--- src/hdl/clipped_blending_pixel_writer_macros.svh ---
// Assertion helpers for the RTL file that checks its own logic.
// Each macro expects i_clk and i_rst_n to exist in the enclosing module.
`ifndef CLIPPED_BLENDING_PIXEL_WRITER_MACROS_SVH
`define CLIPPED_BLENDING_PIXEL_WRITER_MACROS_SVH

// Same-cycle implication, disabled while reset is asserted.
`define CBPW_ASSERT(name, ante, cons, msg) \
    name: assert property (@(posedge i_clk) disable iff (!i_rst_n) (ante) |-> (cons)) \
        else $error(msg);

// Next-cycle implication, disabled while reset is asserted.
`define CBPW_ASSERT_NEXT(name, ante, cons, msg) \
    name: assert property (@(posedge i_clk) disable iff (!i_rst_n) (ante) |=> (cons)) \
        else $error(msg);

`endif

--- src/hdl/cbpw_ram.sv ---
`timescale 1ns / 1ps
`default_nettype none

// Simple dual-port RAM: one write port, one read port with registered data.
// A read of the address being written returns the old contents.
module cbpw_ram #(
    parameter int WIDTH = 16,
    parameter int DEPTH = 256
) (
    input  wire logic                       i_clk,
    input  wire logic                       i_we,
    input  wire logic [$clog2(DEPTH)-1:0]   i_waddr,
    input  wire logic [WIDTH-1:0]           i_wdata,
    input  wire logic                       i_re,
    input  wire logic [$clog2(DEPTH)-1:0]   i_raddr,
    output logic      [WIDTH-1:0]           o_rdata
);

    logic [WIDTH-1:0] r_mem [DEPTH];

    always_ff @(posedge i_clk) begin
        if (i_we) begin
            r_mem[i_waddr] <= i_wdata;
        end
    end

    always_ff @(posedge i_clk) begin
        if (i_re) begin
            o_rdata <= r_mem[i_raddr];
        end
    end

endmodule

`default_nettype wire

--- config.mk ---
export PLATFORM = sky130hd
export DESIGN_NAME = cbpw_ram
export DESIGN_NICKNAME = d
export VERILOG_FILES = /design/src/hdl/clipped_blending_pixel_writer_macros.svh /design/src/hdl/cbpw_ram.sv
export SDC_FILE = /design/constraint.sdc
export NUM_CORES = 2
export LEC_CHECK = 0
export BUFFER_PORTS_ARGS = -buffer_cell sky130_fd_sc_hd__buf_2
export CAP_MARGIN = 20
export CORE_ASPECT_RATIO = 1.4
export CORE_MARGIN = 4
export CORE_UTILIZATION = 50
export DETAILED_ROUTE_END_ITERATION = 7
export PLACE_DENSITY = 0.65
export SYNTH_ARGS = -nofsm -noshare
export SYNTH_HDL_FRONTEND = slang
export SYNTH_SLANG_ARGS = --single-unit
export TNS_END_PERCENT = 1
--- constraint.sdc ---
create_clock -name i_clk -period 5.8 [get_ports i_clk]
set_input_delay 0.58 -clock i_clk [delete_from_list [all_inputs] [get_ports i_clk]]
set_output_delay 0.58 -clock i_clk [all_outputs]
set_load 0.02 [all_outputs]
==> key figures <==
Run status
  – Outcome: complete, no violations

Logic synthesis
  – Synth Register Bits: roughly 4000
  – Post-synth EDFFs: approximately 4100
  – Most used DFF post-synth: edfxtp_1
  – Main area contributors after synthesis: edfxtp_1 78%, mux4_2 11%, mux2i_1 3.6%, o221ai_1 1.4%, nor2_1 0.72%
  – Mapped Nets: roughly 7400
  – Area leader, netlist: edfxtp_1
  – Sequential area share after synthesis: 0.777
  – Post-synthesis average cell area: approximately 22 µm²
  – Syn Inst Count: about 7400
  – Distinct cells, synth: 51
  – Asr flop ratio synth: 0
  – Synth Cell Area: 159000 µm²
  – Area share of the largest cell type after synthesis: 0.777
  – Yosys warns: 0

CTS
  – Clk_lat worst skew: 940 ps
  – CTS resizes: 0
  – Clock root cell: clkbuf_16
  – Clk sinks: 4112
  – # hold bufs at CTS: 0
  – TritonCTS clock tree: done
  – Worst-path clk slew: 60 ps
  – Number of H-tree levels: 5
  – Postcts setup bufs: 0
  – CTS Buf Count: approximately 380
  – Clock buffer depth: 4

Setup path
  – Critical Path, Cell by Cell: buf_12 > buf_12 > buf_12 > buf_4 > mux2i_1 > o22ai_1 > o32ai_1 > a22oi_1 > nand4_1 > nor4_1
  – Crit path DAT: roughly 4400 ps
  – CP required: 6520 ps
  – Crit start category: primary input
  – Critical-path top delay cell: a22oi_1
  – Launch point of the worst reg-to-reg path: r_mem[60][5]
  – Most used cell, CP: buf_12
  – Critical Path Start: i_raddr[0]
  – RR Endpoint: o_rdata[5]
  – Worst Setup EP: o_rdata[1]
  – Critical path's largest stage delay: roughly 700 ps
  – Crit-path max FO: a little under 60
  – Critical path endpoint category: flop
  – R2R setup slack: approximately 2700 ps
  – R2r worst-path depth: 5
  – Type of the worst setup path: primary input to flop

Die
  – Die Wd: 484 µm
  – Die footprint: between 300000 and 400000 µm²
  – I/O pin total: 51
  – Row count: 244
  – DIE HEIGHT: just under 700 µm
  – Starting Density: 0.503
  – Core ar.: 316000 µm²

Detailed routing
  – Initial DRC count: 10073
  – Drt pass-1 iters: 6
  – DR vias/cell: 6.42
  – DRT antenna net count: 0
  – Routed len/inst: 34.3 µm
  – Vias: between 70000 and 80000
  – WL final: 422000 µm
  – DRC violations left: 0

Placement
  – # port buffers: 50
  – Gpl congestion: 0.896
  – Final HPWL from detailed placement: around 250000 µm

STA
  – Worst-Margin Slew: ~1200 ps
  – Final worst path period share: 0.628
  – Setup violators final: 0
  – Clock skew: around 62 ps
  – Sum Neg Setup Slack: 0 ps
  – RSZ-0062 raised after global routing: no
  – Fmax: roughly 270 MHz
  – Final hold viol count: 0
  – Slew Limit Fails: 0
  – Fin crit period: between 3000 and 4000 ps
  – Worst relative slew slack: 0.174

Final layout
  – Fraction of layout cells with a size suffix above 1: 0.247
  – Area grow syn2layout: 12.4%
  – Final nets: a little under 8000

Run
  – Max-cap violations: 0

Power and ir drop
  – Max VDD drop: approximately 0.22 mV
  – Total power: about 61 mW
  – Leakage: roughly 56 nW
  – Pwr per Cell Area: roughly 340 nW/µm²

Global routing
  – Initial antenna violation count: 24
  – Total GRT Usage: 0.256
  – Largest net degree at the start of global routing: roughly 180
  – Gr ovfl total: 0
  – Number of global-route vias before repair: about 79000
  – Global-route wire length before repair: 598000 µm

Hold path
  – Worst min path class: primary input to flop
==> critical path, delay by kind of cell <==
family,cells,cell delay [ps]
multiplexers,1,120
AND/OR/NAND/NOR,2,940
buffers and inverters,4,1510
AO/OA/AOI/OAI,3,1020
==> stage by stage <==
stage	util	instance area [µm²]	worst slack (ps)	hold slack [ps]	cells
2_1_floorplan	-	159000	2970	679	7360
3_3_place_gp	0.526	166000	1200	1060	11602
3_5_place_dp	0.526	166000	1210	1060	11610
4_1_cts	0.565	178000	2180	87.8	12291
5_1_grt	0.565	178000	2030	121	12296
6_report	0.565	179000	2160	110	12315
==> where the power goes <==
group / switching, mW / internal, mW / total [mW]
sequential: 0.0453 / 32.8 / 32.8
combinational: 2.03 / 1.02 / 3.05
clock: 10.8 / 14.1 / 24.9
==> final cells by class <==
cell class | count | area, µm²
Tap cell | 4182 | 5230
Multi-Input combinational cell | 2792 | 32900
Sequential cell | 4112 | 123000
Inverter | 4 | 27.5
Timing Repair Buffer | 522 | 4570
Clock inverter | 248 | 2510
Antenna cell | 22 | 55.1
Clock buffer | 433 | 9730
Fill cell | 22909 | 137000
==> layout by cell type (no fill, tap or decap), types with 9 or more instances in the layout <==
master      instances
edfxtp_1         4112
mux4_2            797
mux2i_1           565
buf_4             425
clkbuf_16         381
nor2_1            264
o221ai_1          252
a21oi_1           175
o22ai_1           148
clkinv_1           99
nor3_1             90
mux2_2             88
clkinv_2           64
clkbuf_1           52
bufinv_16          46
a22oi_1            43
buf_12             42
nor2_2             39
nand2_1            38
o21ai_0            36
a22o_1             32
buf_2              29
a221oi_1           28
nand4_1            26
nand3_1            26
buf_8              23
diode_2            22
o32ai_1            20
a211oi_1           18
nor4_1             17
o31ai_1            16
clkinvlp_4         13
and3_1             11
nor2b_1             9
nand3_2             9
clkinv_4            9
==> state kept, by name (all words and copies together) (netlist names) <==
name     count
o_rdata     16
r_mem     4096
==> logic make-up (layout without fill, tap and decap cells) <==
group,Yosys count,count (layout),synth area share
flops,4112,4112,0.777
mux,1450,1450,0.155
compound gates,786,786,0.0353
simple gates,556,556,0.0157
buf+inv,456,1207,0.0169
other cells,0,22,0
==> how the worst min path moves through the flow <==
stage	startpoint	cells after the start	end	slack (ps)
2_1_floorplan	i_wdata[0]	0	r_mem[0][0]	680
5_1_grt	i_wdata[13]	1	r_mem[92][13]	120
3_3_place_gp	i_wdata[13]	1	r_mem[92][13]	1060
4_1_cts	i_wdata[13]	1	r_mem[92][13]	90
6_report	i_wdata[14]	1	r_mem[77][14]	110
3_5_place_dp	i_wdata[14]	1	r_mem[77][14]	1060
==> cell usage after synthesis (all sizes together) (2+ instances only) <==
master	n
edfxtp	4112
mux4	797
mux2i	565
nor2	304
o221ai	253
clkbuf	230
buf	222
a21oi	175
o22ai	148
nor3	92
mux2	88
a22oi	43
nand2	38
o21ai	38
nand3	35
a22o	32
a221oi	28
nand4	26
o32ai	21
a211oi	18
nor4	18
o31ai	16
and3	11
nor2b	9
a2111oi	6
a31oi	6
or2	5
inv	4
nand2b	3
nand4b	3
a21o	2
and2	2
and4	2
nor4bb	2
or3	2
==> per-layer routing <==
layer / wire length [µm] / part of all wire / global-route usage / vias to the layer above
li1: - / - / - / 32208
met1: 156000 / 0.37 / 0.336 / 42073
met2: 208000 / 0.49 / 0.419 / 3939
met3: 33800 / 0.080 / 0.0423 / 784
met4: 24500 / 0.058 / 0.130 / 8
met5: 49 / 0.00012 / 0 / -
No activity file was read; power rests on OpenSTA's default activity.
