<file path="src/hdl/clipped_blending_pixel_writer_macros.svh">
// Assertion helpers for the RTL file that checks its own logic.
// Each macro expects i_clk and i_rst_n to exist in the enclosing module.
`ifndef CLIPPED_BLENDING_PIXEL_WRITER_MACROS_SVH
`define CLIPPED_BLENDING_PIXEL_WRITER_MACROS_SVH

// Same-cycle implication, disabled while reset is asserted.
`define CBPW_ASSERT(name, ante, cons, msg) \
    name: assert property (@(posedge i_clk) disable iff (!i_rst_n) (ante) |-> (cons)) \
        else $error(msg);

// Next-cycle implication, disabled while reset is asserted.
`define CBPW_ASSERT_NEXT(name, ante, cons, msg) \
    name: assert property (@(posedge i_clk) disable iff (!i_rst_n) (ante) |=> (cons)) \
        else $error(msg);

`endif

</file>
<file path="src/hdl/cbpw_pkg.sv">
`timescale 1ns / 1ps
`default_nettype none

package cbpw_pkg;

    // Frame geometry.
    localparam int SCREEN_WIDTH  = 256;
    localparam int SCREEN_HEIGHT = 256;
    localparam int STORE_SIZE    = SCREEN_WIDTH * SCREEN_HEIGHT;
    localparam int ADDR_W        = $clog2(STORE_SIZE);
    localparam int X_W           = $clog2(SCREEN_WIDTH);
    localparam int Y_W           = $clog2(SCREEN_HEIGHT);
    localparam int MAX_COL       = SCREEN_WIDTH - 1;
    localparam int MAX_ROW       = SCREEN_HEIGHT - 1;

    // Field widths.
    localparam int POS_W     = 13;
    localparam int COORD_W   = 14;
    localparam int ARGB_W    = 32;
    localparam int PIX_W     = 16;
    localparam int IDX_OUT_W = 16;
    localparam int WIN_W     = 8;
    localparam int BSEL_W    = 2;
    localparam int OP_W      = 2;

    // Stream and register port widths.
    localparam int S_TDATA_W  = 64;
    localparam int M_TDATA_W  = 32;
    localparam int APB_ADDR_W = 5;
    localparam int APB_DATA_W = 32;

    localparam logic [7:0]       ALPHA_OPAQUE = 8'hFF;
    localparam logic [PIX_W-1:0] WHITE_565    = 16'hFFFF;

    typedef enum logic [OP_W-1:0] {
        OP_PIXEL = 2'd0,
        OP_BEGIN = 2'd1,
        OP_END   = 2'd2
    } t_op;

    typedef enum logic [BSEL_W-1:0] {
        BLEND_ALPHA  = 2'd0,
        BLEND_INVERT = 2'd1,
        BLEND_NONE   = 2'd2
    } t_blend;

    typedef enum logic [2:0] {
        REG_WIN_LEFT   = 3'd0,
        REG_WIN_TOP    = 3'd1,
        REG_WIN_RIGHT  = 3'd2,
        REG_WIN_BOTTOM = 3'd3,
        REG_BLEND_SEL  = 3'd4
    } t_reg_idx;

    typedef enum logic [1:0] {
        ST_INIT_CLEAR,
        ST_RUN,
        ST_MASK_CLEAR
    } t_state;

endpackage

`default_nettype wire

</file>
<file path="src/hdl/cbpw_blend.sv">
`timescale 1ns / 1ps
`default_nettype none

// Computes the new RGB565 value of an entry from its old value and the color.
module cbpw_blend (
    input  wire logic [cbpw_pkg::PIX_W-1:0]  i_old,
    input  wire logic [cbpw_pkg::ARGB_W-1:0] i_argb,
    input  wire logic [cbpw_pkg::BSEL_W-1:0] i_mode,
    output logic      [cbpw_pkg::PIX_W-1:0]  o_pixel
);

    import cbpw_pkg::*;

    function automatic logic [7:0] mix(input logic [7:0] o, input logic [7:0] n,
                                       input logic [7:0] a);
        logic [15:0] po;
        logic [15:0] pn;
        logic [8:0]  s;
        po = {8'd0, o} * {8'd0, ALPHA_OPAQUE - a};
        pn = {8'd0, n} * {8'd0, a};
        s  = {1'b0, po[15:8]} + {1'b0, pn[15:8]};
        return s[7:0];
    endfunction

    logic [7:0] old_r, old_g, old_b;
    logic [7:0] new_r, new_g, new_b;
    logic [7:0] alpha;
    logic [7:0] mix_r, mix_g, mix_b;
    logic [7:0] inv_r, inv_g, inv_b;

    // Expand by shifting, so that packing an expanded value gives it back.
    assign old_r = {i_old[15:11], 3'b000};
    assign old_g = {i_old[10:5], 2'b00};
    assign old_b = {i_old[4:0], 3'b000};
    assign alpha = i_argb[31:24];
    assign new_r = i_argb[23:16];
    assign new_g = i_argb[15:8];
    assign new_b = i_argb[7:0];

    assign mix_r = mix(old_r, new_r, alpha);
    assign mix_g = mix(old_g, new_g, alpha);
    assign mix_b = mix(old_b, new_b, alpha);

    assign inv_r = ALPHA_OPAQUE - old_r;
    assign inv_g = ALPHA_OPAQUE - old_g;
    assign inv_b = ALPHA_OPAQUE - old_b;

    always_comb begin
        case (i_mode)
            BLEND_ALPHA: begin
                if (alpha == 8'd0) begin
                    o_pixel = i_old;
                end else if (alpha == ALPHA_OPAQUE) begin
                    o_pixel = {new_r[7:3], new_g[7:2], new_b[7:3]};
                end else begin
                    o_pixel = {mix_r[7:3], mix_g[7:2], mix_b[7:3]};
                end
            end
            BLEND_INVERT: begin
                o_pixel = {inv_r[7:3], inv_g[7:2], inv_b[7:3]};
            end
            default: begin
                o_pixel = i_old;
            end
        endcase
    end

endmodule

`default_nettype wire

</file>
<file path="config.mk">
export PLATFORM = sky130hd
export DESIGN_NAME = cbpw_blend
export DESIGN_NICKNAME = d
export VERILOG_FILES = /design/src/hdl/clipped_blending_pixel_writer_macros.svh /design/src/hdl/cbpw_pkg.sv /design/src/hdl/cbpw_blend.sv
export SDC_FILE = /design/constraint.sdc
export NUM_CORES = 1
export LEC_CHECK = 0
export ABC_AREA = 1
export ABC_CLOCK_PERIOD_IN_PS = 8900
export BUFFER_PORTS_ARGS = -buffer_cell sky130_fd_sc_hd__buf_2
export CAP_MARGIN = 20
export CORE_ASPECT_RATIO = 1.25
export CORE_MARGIN = 5
export CORE_UTILIZATION = 65
export DETAILED_ROUTE_END_ITERATION = 12
export PLACE_DENSITY = 0.89
export SLEW_MARGIN = 5
export SYNTH_ARGS = -nofsm -noshare
export SYNTH_HDL_FRONTEND = slang
export SYNTH_SLANG_ARGS = --single-unit
</file>
<file path="constraint.sdc">
create_clock -name vclk -period 8.9
set_input_delay 0.89 -clock vclk [all_inputs]
set_output_delay 0.89 -clock vclk [all_outputs]
set_load 0.03 [all_outputs]
</file>
==> results.sh, run 1 <==
export IMPL_grt_setup_unrepaired="false"
export IMPL_critPathKind="input pin to primary output"
export IMPL_grt_max_degree=39
export IMPL_setup_tns_ps=0
export IMPL_drv_cap=0
export IMPL_grt_total_usage_pct=29.0
export IMPL_timing_fmax_mhz=131
export IMPL_hold_violations=0
export IMPL_yosys_top_cells_count="nand2_1, inv_1, ha_1, fa_1, nor2_1"
export IMPL_vias_per_cell=5.38
export IMPL_mappedNetlistArea_um2=11800
export IMPL_dieWidth_um=131
export IMPL_critPathCaptureType="primary output"
export IMPL_fin_crit_sh_pct=86.0
export IMPL_gp_congestion=0.965
export IMPL_netlist_area_leader_share_pct=27.6
export IMPL_grt_overflow=0
export IMPL_worstPathArrival_ps=6770
export IMPL_multi_input_area_um2=9630
export IMPL_synth_most_common_cell="nand2_1"
export IMPL_antenna_found_initial=0
export IMPL_p_total_mw=3.05
export IMPL_cts_resized=0
export IMPL_num_vias=11075
export IMPL_final_antenna_net_count=0
export IMPL_yosysSeqAreaShare_pct=0
export IMPL_drt_wl_total_mm=29.7
export IMPL_die_area_um2=21000
export IMPL_hold_end="o_pixel[8]"
export IMPL_drive_gt1_share_pct=6.94
export IMPL_min_path_type="input pin to primary output"
export IMPL_hpwl_mm=24.7
export IMPL_p_leak_nw=8.25
export IMPL_hold_path_depth=5
export IMPL_cp_common_cell="nand2_1"
export IMPL_fin_nets=2219
export IMPL_ys_warnings_count=0
export IMPL_status="completed"
export IMPL_synth_avg_cell_area_um2=6.49
export IMPL_synth_cell_types=48
export IMPL_nClkBuffers=0
export IMPL_slew_violations=0
export IMPL_cpPeakStageDelay_ps=590
export IMPL_rows=55
export IMPL_numPortBuffers=66
export IMPL_antenna_cells=0
export IMPL_syn_to_final_growth_pct=3.14
export IMPL_worstPathRequired_ps=8010
export IMPL_maxSlewHeadroom_pct=45.8
export IMPL_cp_start_kind="input pin"
export IMPL_syn_inst=1821
export IMPL_holdWs_ps=2240
export IMPL_cp_slowest_cell="buf_2"
export IMPL_io_pins=66
export IMPL_register_area_um2=0
export IMPL_hold_path_startpoint="i_mode[0]"
export IMPL_start_util_pct=65.6
export IMPL_synth_nets=2208
export IMPL_finalCriticalPeriod_ps=7660
export IMPL_nFillCells=1543
export IMPL_die_height_um=161
export IMPL_worst_pin_slew_ps=813
export IMPL_setup_viol=0
export IMPL_powerDensity_nw_per_um2=250
export IMPL_wl_per_cell_um=14.4
export IMPL_grt_pass1_vias=11388
export IMPL_seq_cell_count=0
export IMPL_grt_pass1_wl_mm=50.9
export IMPL_core_area_um2=18000
export IMPL_drt_iter0_drc=699
export IMPL_post_cts_setup_buffers=0
export IMPL_post_synth_top_area_cell="fa_1"
export IMPL_ir_worst_vdd_mv=0.253
export IMPL_yosys_top_cells_area="fa_1, ha_1, nand2_1, inv_1, nor2_1"
export IMPL_crit_fanout=36
export IMPL_hold_buffers=0
export IMPL_first_pass_iters=5
export IMPL_drc=0
==> cells by family (layout without fill, tap and decap cells) <==
logic type	after synthesis	after routing	synth area share, %
buf+inv	573	582	18.6
xor+xnor	39	39	2.89
simple gates	747	747	26.3
compound gates	125	125	6.20
fa+ha+maj	337	337	46.0
==> through the flow <==
| step | instance area, µm² | utilization, % | std cells | worst slack (ps) |
|---|---|---|---|---|
| after CTS | 12200 | 67.6 | 2058 | 1270 |
| after global routing | 12200 | 67.6 | 2058 | 783 |
| after floorplan | 11800 | - | 1821 | 1860 |
| after detailed placement | 12200 | 67.6 | 2058 | 1270 |
| final | 12200 | 67.6 | 2058 | 1240 |
| after global placement | 12200 | 67.6 | 2058 | 1430 |
==> worst max-delay path, delay by kind of cell <==
kind	cells	cell delay, ps
AO/OA/AOI/OAI	5	860
XOR/XNOR	1	150
adder cells (fa/ha/maj)	6	2730
buffers and inverters	6	970
AND/OR/NAND/NOR	14	1170
==> cell type report <==
| class | count | area share, % |
|---|---|---|
| Timing Repair Buffer | 69 | 2.89 |
| Inverter | 513 | 15.8 |
| Multi-Input combinational cell | 1248 | 79.0 |
| Tap cell | 228 | 2.34 |
==> worst max path at each step <==
stage	cells past startpoint	to	start	slack, ps
finish	32	o_pixel[4]	i_argb[28]	1240
global route	32	o_pixel[4]	i_argb[28]	780
CTS	32	o_pixel[4]	i_argb[28]	1270
detailed placement	32	o_pixel[4]	i_argb[28]	1270
global placement	32	o_pixel[4]	i_argb[30]	1430
floorplan	32	o_pixel[4]	i_argb[26]	1860
==> layer usage <==
metal | GRT usage (%) | vias to the layer above | wire (µm)
met2 | 51.9 | 424 | 15000
met3 | 2.43 | 82 | 1910
li1 | - | 5345 | -
met1 | 36.4 | 5224 | 11700
met5 | 0 | - | 0
met4 | 9.45 | 0 | 1020
==> placed cells by master, fill, tap and decap left out, drive strengths merged, types with 2 or more instances in the layout <==
master / instances
o211ai: 2
nand3b: 8
a21o: 5
nor4: 4
buf: 69
a21oi: 75
a211oi: 2
xnor2: 10
fa: 163
nor2: 123
nand4: 10
xor2: 29
nand3: 58
inv: 512
o21ai: 28
o21bai: 8
nor3b: 2
ha: 174
nor3: 6
nand2: 535
==> report_power, final <==
group | internal, mW | leakage (nW) | total, mW | switching (mW)
clock | 0 | 0 | 0 | 0
sequential | 0 | 0 | 0 | 0
combinational | 1.12 | 8.25 | 3.05 | 1.93
total | 1.12 | 8.25 | 3.05 | 1.93
Power figures use the tool's default switching activity.
==> inputs of run 2 (changes only) <==
--- a/config.mk
+++ b/config.mk
@@ -6,14 +6,14 @@
 export NUM_CORES = 1
 export LEC_CHECK = 0
 export ABC_AREA = 1
-export ABC_CLOCK_PERIOD_IN_PS = 8900
+export ABC_CLOCK_PERIOD_IN_PS = 6850
 export BUFFER_PORTS_ARGS = -buffer_cell sky130_fd_sc_hd__buf_2
 export CAP_MARGIN = 20
 export CORE_ASPECT_RATIO = 1.25
 export CORE_MARGIN = 5
-export CORE_UTILIZATION = 65
+export CORE_UTILIZATION = 60
 export DETAILED_ROUTE_END_ITERATION = 12
-export PLACE_DENSITY = 0.89
+export PLACE_DENSITY = 0.84
 export SLEW_MARGIN = 5
 export SYNTH_ARGS = -nofsm -noshare
 export SYNTH_HDL_FRONTEND = slang
==> constraint.sdc (replaced) <==
create_clock -name vclk -period 6.85
set_input_delay 0.685 -clock vclk [all_inputs]
set_output_delay 0.685 -clock vclk [all_outputs]
set_load 0.03 [all_outputs]
==> run 2 against run 1 <==
- critical path depth rose by 1
- final area rose by 3.3%
- total power rose by 39%
- die area rose by 7.7%
- final cell count rose by 2.9%
- sequential share of layout area did not move
- non-clock buffer count rose by 22
- largest cell class unchanged
- largest power group unchanged
- first-iteration DRC count fell by 4.4%
- clock-buffer cell count did not move
- highest routed layer unchanged
- flip-flop and latch count did not move
==> results.sh, run 2 (synthesized netlist as in run 1, its figures left out) <==
export IMPL_seq_cell_count=0
export IMPL_num_vias=11096
export IMPL_use_met3_pct=1.84
export IMPL_status="completed"
export IMPL_finalCriticalPeriod_ps=6670
export IMPL_setup_tns_ps=0
export IMPL_grt_max_degree=34
export IMPL_start_util_pct=60.9
export IMPL_final_common_cell="nand2_1"
export IMPL_grt_setup_unrepaired="true"
export IMPL_first_pass_iters=5
export IMPL_drt_iter0_drc=668
export IMPL_grtUsageMet2_pct=46.5
export IMPL_setup_viol=0
export IMPL_maxSlewHeadroom_pct=57.1
export IMPL_cp_common_cell="nand2_1"
export IMPL_die_height_um=167
export IMPL_power_internal_mw=1.57
export IMPL_worstPathRequired_ps=6160
export IMPL_io_pins=66
export IMPL_gp_congestion=0.978
export IMPL_p_total_mw=4.23
export IMPL_layout_common_cells="nand2_1, inv_1, ha_1"
export IMPL_hold_violations=0
export IMPL_drt_wl_total_mm=29.7
export IMPL_hold_buffers=0
export IMPL_syn_to_final_growth_pct=6.53
export IMPL_p_leak_nw=8.38
export IMPL_critPathCaptureType="primary output"
export IMPL_wl_per_cell_um=14.0
export IMPL_critPathKind="input pin to primary output"
export IMPL_worstPathArrival_ps=5980
export IMPL_worst_pin_slew_ps=644
export IMPL_powerDensity_nw_per_um2=336
export IMPL_core_area_um2=19400
export IMPL_p_sw_share_pct=62.8
export IMPL_grt_pass1_vias=11160
export IMPL_grt_overflow=0
export IMPL_grtUsageMet1_pct=34.2
export IMPL_hpwl_mm=24.9
export IMPL_fin_crit_sh_pct=97.3
export IMPL_die_area_um2=22600
export IMPL_p_clk_share_pct=0
export IMPL_drv_cap=0
export IMPL_cp_slowest_cell="fa_1"
export IMPL_nClkBuffers=0
export IMPL_vias_per_cell=5.24
export IMPL_dp_cells=2113
export IMPL_combPwrFrac_pct=100.0
export IMPL_cpPeakStageDelay_ps=530
export IMPL_antenna_found_initial=1
export IMPL_fin_nets=2241
export IMPL_holdWs_ps=1880
export IMPL_fin_cells=2118
export IMPL_final_antenna_net_count=0
export IMPL_ir_worst_vdd_mv=0.338
export IMPL_numPortBuffers=66
export IMPL_drc=0
export IMPL_grt_busiest_layer="met2"
export IMPL_register_area_um2=0
export IMPL_dieWidth_um=136
export IMPL_crit_fanout=6
export IMPL_drive_gt1_share_pct=9.29
export IMPL_grt_total_usage_pct=26.2
export IMPL_cp_start_kind="input pin"
export IMPL_min_path_type="input pin to primary output"
export IMPL_p_switching_mw=2.66
export IMPL_rows=57
export IMPL_p_seq_share_pct=0
export IMPL_slew_violations=0
export IMPL_grt_pass1_wl_mm=49.8
export IMPL_timing_fmax_mhz=150
[run 2: cell count changes in the layout (fill, tap and decap cells not counted), moves of 3 or more]
cell      before  now
a21oi_2        3   13
ha_4           0    4
clkbuf_4       0    7
ha_1         174  170
buf_2         66   58
buf_4          3   21
buf_12         0    3
a21oi_1       71   60
[run 2: critical path, delay by kind of cell]
family                     cells  cell delay, ps
adders and majority gates      6            2530
AOI/OAI and AO/OA              3             480
xor gates and xnor gates       1             180
buffers and inverters          6             690
and+or+nand+nor               17            1390
[run 2: layer usage]
layer	share of wire (%)	vias up
li1	-	5386
met1	40	5207
met2	50	411
met3	6.7	92
met4	3.6	0
met5	0	-
[run 2: repair_timing]
item / CTS / global route
endpoints found under the hold margin: 0 / 0
buffers inserted: 0 / 4
setup endpoints to repair: 0 / 12
gates resized for setup: 0 / 37
[run 2: metrics by stage]
step / setup slack (ps) / utilization [%] / area, µm²
2_1_floorplan: 223 / - / 11800
3_3_place_gp: 229 / 64.0 / 12400
3_5_place_dp: 79.2 / 64.0 / 12400
4_1_cts: 70.7 / 64.0 / 12400
5_1_grt: -92.0 / 64.9 / 12600
6_report: 184 / 64.9 / 12600
[run 2: cell type report]
class                      instances  area, µm²
multi-input combinational       1248       9740
fill                            1784       6810
inverter                         513       1930
timing repair buffer              91        583
tap                              265        332
antenna                            1       2.50
[run 2: final timing paths]
path              cells past startpoint  startpoint           to  slack, ps
setup / recovery                     33  i_argb[26]  o_pixel[14]        180
hold / removal                        5    i_old[1]   o_pixel[1]       1880
[run 2: power by group through the flow]
stage                     clock network [mW]  logic (mW)  registers, mW
final                           0.0000000196        4.23              0
after global routing            0.0000000195        4.77              0
after CTS                                  0        3.98              0
after detailed placement                   0        3.95              0
after global placement                     0        3.85              0
after floorplan                            0        3.04              0
